## config.mk

```make
export PLATFORM = sky130hd
export DESIGN_NAME = gbpf_ctrl
export DESIGN_NICKNAME = d
export VERILOG_FILES = /design/src/rtl/gbpf_pkg.sv /design/src/rtl/gbpf_ctrl.sv
export SDC_FILE = /design/constraint.sdc
export NUM_CORES = 1
export LEC_CHECK = 0
export ABC_AREA = 1
export BUFFER_PORTS_ARGS = -buffer_cell sky130_fd_sc_hd__buf_2
export CAP_MARGIN = 10
export CORE_MARGIN = 5
export CORE_UTILIZATION = 41
export DETAILED_ROUTE_END_ITERATION = 10
export GPL_TIMING_DRIVEN = 0
export PLACE_DENSITY_LB_ADDON = 0.1
export SYNTH_ARGS = -nofsm -noshare
export SYNTH_HDL_FRONTEND = slang
export SYNTH_SLANG_ARGS = --single-unit
```

## constraint.sdc

```tcl
create_clock -name clk -period 2.6 [get_ports clk]
set_input_delay 0.26 -clock clk [delete_from_list [all_inputs] [get_ports clk]]
set_output_delay 0.26 -clock clk [all_outputs]
set_load 0.01 [all_outputs]
```

## src/rtl/gbpf_pkg.sv

```systemverilog
package gbpf_pkg;

	localparam int GRID_W     = 32;
	localparam int GRID_H     = 32;
	localparam int FIFO_DEPTH = 1024;
	localparam int WALL_ROWS  = 32;
	localparam int WALL_COLS  = 32;

	typedef enum logic [1:0] {
		REQ_LOAD   = 2'd0,
		REQ_SEARCH = 2'd1,
		REQ_STEP   = 2'd2
	} req_kind_t;

	typedef enum logic [1:0] {
		DIR_UP    = 2'd0,
		DIR_LEFT  = 2'd1,
		DIR_DOWN  = 2'd2,
		DIR_RIGHT = 2'd3
	} dir_t;

	typedef struct packed {
		logic [1:0]  req_type;
		logic [4:0]  row_index;
		logic [31:0] wall_row;
		logic [5:0]  start_x;
		logic [5:0]  start_y;
		logic [5:0]  target_x;
		logic [5:0]  target_y;
	} req_t;

	typedef struct packed {
		logic        found;
		logic        step_valid;
		logic [5:0]  pos_x;
		logic [5:0]  pos_y;
		logic [5:0]  prev_x;
		logic [5:0]  prev_y;
		logic [10:0] steps_left;
	} rsp_t;

	typedef struct packed {
		logic latch;
		logic load_row;
		logic clr_step;
		logic start_rd;
		logic push_start;
		logic pop_take;
		logic nb_issue;
		logic nb_mark;
		logic nb_next;
		logic trace_start;
		logic trace_take;
		logic step_issue;
		logic step_take;
		logic out_load;
	} cmd_t;

	typedef struct packed {
		logic [1:0] req_type;
		logic       coords_bad;
		logic       clr_last;
		logic       target_wall;
		logic       fifo_empty;
		logic       target_hit;
		logic       nb_oob;
		logic       dir_last;
		logic       trace_done;
		logic       trace_oob;
		logic       path_empty;
	} status_t;

endpackage

```

## src/rtl/gbpf_ctrl.sv

```systemverilog
module gbpf_ctrl (
	input  logic              clk,
	input  logic              arst_n,
	input  logic              req_valid,
	output logic              req_stall,
	output logic              rsp_valid,
	input  logic              rsp_stall,
	input  gbpf_pkg::status_t status,
	output gbpf_pkg::cmd_t    cmd
);

	typedef enum logic [12:0] {
		S_IDLE  = 13'b0000000000001,
		S_DISP  = 13'b0000000000010,
		S_STEP  = 13'b0000000000100,
		S_CLR   = 13'b0000000001000,
		S_TCHK  = 13'b0000000010000,
		S_SWR   = 13'b0000000100000,
		S_POP   = 13'b0000001000000,
		S_PCHK  = 13'b0000010000000,
		S_NRD   = 13'b0000100000000,
		S_NCHK  = 13'b0001000000000,
		S_TRD   = 13'b0010000000000,
		S_TCALC = 13'b0100000000000,
		S_DONE  = 13'b1000000000000
	} state_t;

	state_t state_q, state_d;
	logic   out_valid_q;

	assign req_stall = (state_q != S_IDLE) || out_valid_q;
	assign rsp_valid = out_valid_q;

	always_comb begin
		cmd     = '0;
		state_d = state_q;
		unique case (state_q)
			S_IDLE: begin
				if (req_valid && !req_stall) begin
					cmd.latch = 1'b1;
					state_d   = S_DISP;
				end
			end
			S_DISP: begin
				unique case (status.req_type)
					gbpf_pkg::REQ_LOAD: begin
						cmd.load_row = 1'b1;
						state_d      = S_DONE;
					end
					gbpf_pkg::REQ_SEARCH: begin
						state_d = status.coords_bad ? S_DONE : S_CLR;
					end
					gbpf_pkg::REQ_STEP: begin
						if (status.path_empty) begin
							state_d = S_DONE;
						end else begin
							cmd.step_issue = 1'b1;
							state_d        = S_STEP;
						end
					end
					default: state_d = S_DONE;
				endcase
			end
			S_STEP: begin
				cmd.step_take = 1'b1;
				state_d       = S_DONE;
			end
			S_CLR: begin
				cmd.clr_step = 1'b1;
				if (status.clr_last) begin
					state_d = S_TCHK;
				end
			end
			S_TCHK: begin
				if (status.target_wall) begin
					state_d = S_DONE;
				end else begin
					cmd.start_rd = 1'b1;
					state_d      = S_SWR;
				end
			end
			S_SWR: begin
				cmd.push_start = 1'b1;
				state_d        = S_POP;
			end
			S_POP: begin
				state_d = status.fifo_empty ? S_DONE : S_PCHK;
			end
			S_PCHK: begin
				if (status.target_hit) begin
					cmd.trace_start = 1'b1;
					state_d         = S_TRD;
				end else begin
					cmd.pop_take = 1'b1;
					state_d      = S_NRD;
				end
			end
			S_NRD: begin
				if (status.nb_oob) begin
					cmd.nb_next = 1'b1;
					state_d     = status.dir_last ? S_POP : S_NRD;
				end else begin
					cmd.nb_issue = 1'b1;
					state_d      = S_NCHK;
				end
			end
			S_NCHK: begin
				cmd.nb_mark = 1'b1;
				cmd.nb_next = 1'b1;
				state_d     = status.dir_last ? S_POP : S_NRD;
			end
			S_TRD: begin
				state_d = status.trace_done ? S_DONE : S_TCALC;
			end
			S_TCALC: begin
				if (status.trace_oob) begin
					state_d = S_DONE;
				end else begin
					cmd.trace_take = 1'b1;
					state_d        = S_TRD;
				end
			end
			S_DONE: begin
				cmd.out_load = 1'b1;
				state_d      = S_IDLE;
			end
			default: state_d = S_IDLE;
		endcase
	end

	always_ff @(posedge clk or negedge arst_n) begin
		if (!arst_n) begin
			state_q     <= S_IDLE;
			out_valid_q <= 1'b0;
		end else begin
			state_q <= state_d;
			if (state_q == S_DONE) begin
				out_valid_q <= 1'b1;
			end else if (out_valid_q && !rsp_stall) begin
				out_valid_q <= 1'b0;
			end
		end
	end

endmodule

```

# ---- Word-level counts from Yosys, hierarchy flattened
# Cells that the tools add are included.
dict set report word_totals {
  wordCells 67
  ff_bits 14
}
dict set report op_classes {
  eq_ne 18
  reduce_logical 8
  mux 39
}
# operator count
set ops {}
lappend ops {{case mux 13 bit (12 select lines)} 1}
lappend ops {{two-way mux 13 bit} 8}
lappend ops {{case mux 13 bit (2 select lines)} 1}
lappend ops {{two-way mux 1 bit} 25}
lappend ops {{== test 13 x 1 -> 1 bit (second input constant)} 1}
lappend ops {{== test 13 x 10 -> 1 bit (second input constant)} 1}
lappend ops {{== test 13 x 11 -> 1 bit (second input constant)} 1}
lappend ops {{== test 13 x 12 -> 1 bit (second input constant)} 1}
lappend ops {{== test 13 bit (second input constant)} 1}
lappend ops {{== test 13 x 2 -> 1 bit (second input constant)} 1}
lappend ops {{== test 13 x 3 -> 1 bit (second input constant)} 1}
lappend ops {{== test 13 x 4 -> 1 bit (second input constant)} 1}
lappend ops {{== test 13 x 5 -> 1 bit (second input constant)} 1}
lappend ops {{== test 13 x 6 -> 1 bit (second input constant)} 1}
lappend ops {{== test 13 x 7 -> 1 bit (second input constant)} 1}
lappend ops {{== test 13 x 8 -> 1 bit (second input constant)} 1}
lappend ops {{== test 13 x 9 -> 1 bit (second input constant)} 1}
lappend ops {{!= test 13 x 1 -> 1 bit (second input constant)} 1}
lappend ops {{two-way mux 11 bit} 1}
lappend ops {{two-way mux 10 bit} 1}
lappend ops {{two-way mux 9 bit} 1}
lappend ops {{!= test 2 bit (second input constant)} 2}
lappend ops {{== test 2 x 1 -> 1 bit (second input constant)} 1}
lappend ops {{== test 2 bit (second input constant)} 1}
lappend ops {{other kinds (7)} 9}

# ---- Logic depth before layout (Yosys ltp)
dict set report logic_depth {
  ltp_word 6
  ltp_mapped 9
  ltp_nobuf 9
}

# ---- Worst setup path after synthesis
# No wires, ideal clock.
dict set report synth_path {
  path_kind {register to output}
  from {register state_q[10]}
  to {output cmd[13] (netlist name)}
  setup_slack_ps 1039
  path_stages_with_launch 8
  arrival_time_ps 1301
  path_buffers 1
  path_cell_list {dfrtp_1 -> nor2_2 -> nand2_2 -> nor2_2 -> buf_6 -> nand2_2 -> or2_4 -> nor2_1}
}
# item line_no
set synth_lines {}
lappend synth_lines {{from (decl)} gbpf_ctrl.sv:28} ;# state_t state_q, state_d;
lappend synth_lines {{from (signal assigned)} gbpf_ctrl.sv:136} ;# state_q <= state_d;
lappend synth_lines {{to (decl)} gbpf_ctrl.sv:9} ;# output gbpf_pkg::cmd_t cmd

==> summary.md <==
| Metric | Value |
|---|---|
| Status | finished clean |
| Slew Limit Fails | 0 |
| Clk Latency, worst-skew pair | 0.28 ns |
| Setup-failing EPs final | 0 |
| Worst Hold Class | in2reg |
| Global-route wire length before repair | 4170 um |
| Top cell type by total area after synthesis | dfrtp_1 |
| Unrepaired setup endpoints after global routing | no |
| Initial core utilization | between 40% and 50% |
| Critical path fanouts, max | 10 |
| Synth Flop Type | dfrtp_1 |
| Area share of the largest cell type after synthesis | roughly a third |
| Most frequent cells after synthesis | nor2_1 (36), nand2_1 (30), inv_1 (25) |
| FFs w/ async S/R, synth | 100% |
| Final-layout fill cell count | 244 |
| Arrival @ worst endpoint | 1.73 ns |
| Detailed Route WL | 2430 um |
| CTS tree | yes |
| # diodes | 0 |
| Via count | 993 |
| Fin. Hold Viols | 0 |
| Crit end category | primary output |
| IO buf count | 31 |
| WS Path Type | reg2out |
| Sink Count | 14 |
| Mean Syn Cell Area | 6.70 um^2 |
| Setup bufs post-CTS | 0 |
| Max Cap Viol | 0 |
| Most frequent cell after synthesis | nor2_1 |
| Drt wl/cell | 11.6 um |
| Clk slew on worst S/H paths | 0.09 ns |
| Clock tree buffer depth | 2 |
| Setup Skew | 0.00754 ns |
| Slew margin rel. | 77.8% |
| Worst Tran Pin Value | roughly 0.33 ns |
| Drt first-iter violations | 22 |
| VDD IR max | 0.329 mV |
| Total number of yosys warnings | 0 |
| Root Driver | clkbuf_4 |
| Final Net Count | 202 |
| Tot Pwr | 633 uW |
| Die Y | 58.9 um |
| IO Count | 32 |
| Layout cells sized above 1 | 28.0% |
| Initial antenna violation count | 0 |
| CORE AREA | approximately 2300 um^2 |
| Pwr dens | 526 nW/um^2 |
| Final ANT Viol Nets | 0 |
| DR vias/cell | 4.73 |
| Top post-synthesis cells by area | dfrtp_1 (33%), nor2_1 (14%), nand2_1 (12%) |
| DP HPWL | 2030 um |
| CP startpoint kind | register |
| Post-CTS Resized | 0 |
| Synth-to-Final Area Change | 23.1% |
| Rows | 17 |
| Pleak | 0.763 nW |
| Post-synthesis cell count | 146 |
| Largest net degree at the start of global routing | 15 |
| Post-Syn Area | 978 um^2 |
| CTS buffer count | 3 |
| Crit path required time | approximately 2.3 ns |
| DIE WIDTH | 58.9 um |
| Post-Syn Nets | 165 |
| Final worst-path cycle share | 76.6% |
| Sequential share of the synthesized area | 35.9% |
| GRT overflow | 0 |
| Gr usage total | approximately 16% |
| Vias in the first global route | 1008 |
| Final min period | 1.99 ns |
| DRT Pass-1 Iters | 4 |
| Distinct cells, synth | 24 |
| CTS H-Tree Depth | 1 |
| FMAX | 502 MHz |
| Die ar. | 3460 um^2 |
| GP Congestion | 0.825 |
| Post-Route Setup TNS | 0 ns |
| DRC violations left | 0 |
| Synth Register Bits | 14 |
| Post-synth EDFFs | 0 |
==> kinds of logic after synthesis <==
| family | count (synthesis) | share of synthesized area, % |
|---|---|---|
| and+or+nand+nor | 94 | 43.1 |
| buffers and inverters | 27 | 11.1 |
| adders and majority gates | 3 | 3.84 |
| AOI/OAI and AO/OA | 8 | 6.01 |
| DFF | 14 | 35.9 |
==> routing by layer <==
layer	routed length, um	GRT usage [%]	up-vias
li1	-	-	519
met1	1110	19.7	440
met2	1120	26.0	30
met3	176	3.07	4
met4	24	5.83	0
met5	0	0	-
==> report_power, final <==
| part | total, mW | switching, mW | internal [mW] |
|---|---|---|---|
| Combinational | 0.245 | 0.153 | 0.0913 |
| Sequential | 0.256 | 0.0135 | 0.243 |
| Clock | 0.132 | 0.0727 | 0.0595 |
==> critical path, cell delays in order, from the launching register on <==
cell and delay, ns:
dfrtp_1 0.41, nor2_2 0.17, nand2_2 0.08, nor2_2 0.12
buf_6 0.15, nand2_2 0.06, or2_4 0.24, nor2_1 0.08
buf_2 0.13
==> registers in the layout, summed over array words and instances, names as in the netlist <==
name / cells
rsp_valid: 1
state_q: 13
==> final timing paths <==
check / from / end / slack, ns / cells past startpoint
max in group asynchronous: arst_n / state_q[0]$_DFFE_PN1P_ / 1.90 / 2
worst min-delay path: status[6] / state_q[7]$_DFFE_PN0P_ / 0.13 / 2
worst max-delay path: state_q[10]$_DFFE_PN0P_ / cmd[13] / 0.61 / 8
worst min register to register: rsp_valid$_DFFE_PN0P_ / rsp_valid$_DFFE_PN0P_ / 0.53 / 2
worst max register to register: state_q[3]$_DFFE_PN0P_ / state_q[6]$_DFFE_PN0P_ / 1.14 / 7
min in group asynchronous: arst_n / state_q[7]$_DFFE_PN0P_ / 0.39 / 2
==> per-stage QoR <==
step | setup WS [ns] | util [%] | hold slack, ns | cells | instance area [um^2]
global placement | 0.938 | 51.8 | 0.185 | 205 | 1170
finish | 0.608 | 53.4 | 0.129 | 210 | 1200
floorplan | 1.04 | - | -0.0356 | 146 | 978
CTS | 0.594 | 53.4 | 0.121 | 210 | 1200
detailed placement | 0.925 | 51.8 | 0.179 | 205 | 1170
global route | 0.468 | 53.4 | 0.123 | 210 | 1200
==> timing repair <==
item | in CTS | in global routing
setup endpoints to repair | 0 | 0
endpoints found under the hold margin | 13 | 0
hold buffers | 1 | 0
==> cell usage in the layout, fill, tap and decap left out, drive strengths merged <==
cell type / count
nand3b: 2
nor2: 41
inv: 26
and2: 1
nand4: 1
dlygate4sd3: 1
dfstp: 1
buf: 32
dfrtp: 13
nand2: 35
clkbuf: 4
o211ai: 1
o32ai: 1
nand3: 12
nor3: 1
ha: 3
a21oi: 2
o21ai: 2
or2: 1
o22ai: 2
==> layout make-up <==
| type | count | area, um^2 | share of cell area (%) |
|---|---|---|---|
| inverters | 26 | 97.6 | 8.10 |
| flip-flops and latches | 14 | 352 | 29.2 |
| multi-input cells | 105 | 518 | 43.0 |
| well taps | 28 | 35.0 | 2.91 |
| repair buffers | 32 | 165 | 13.7 |
| clock buffers | 4 | 26.3 | 2.18 |
| plain buffers | 1 | 11.3 | 0.935 |
(Power assumes the default switching activity.)
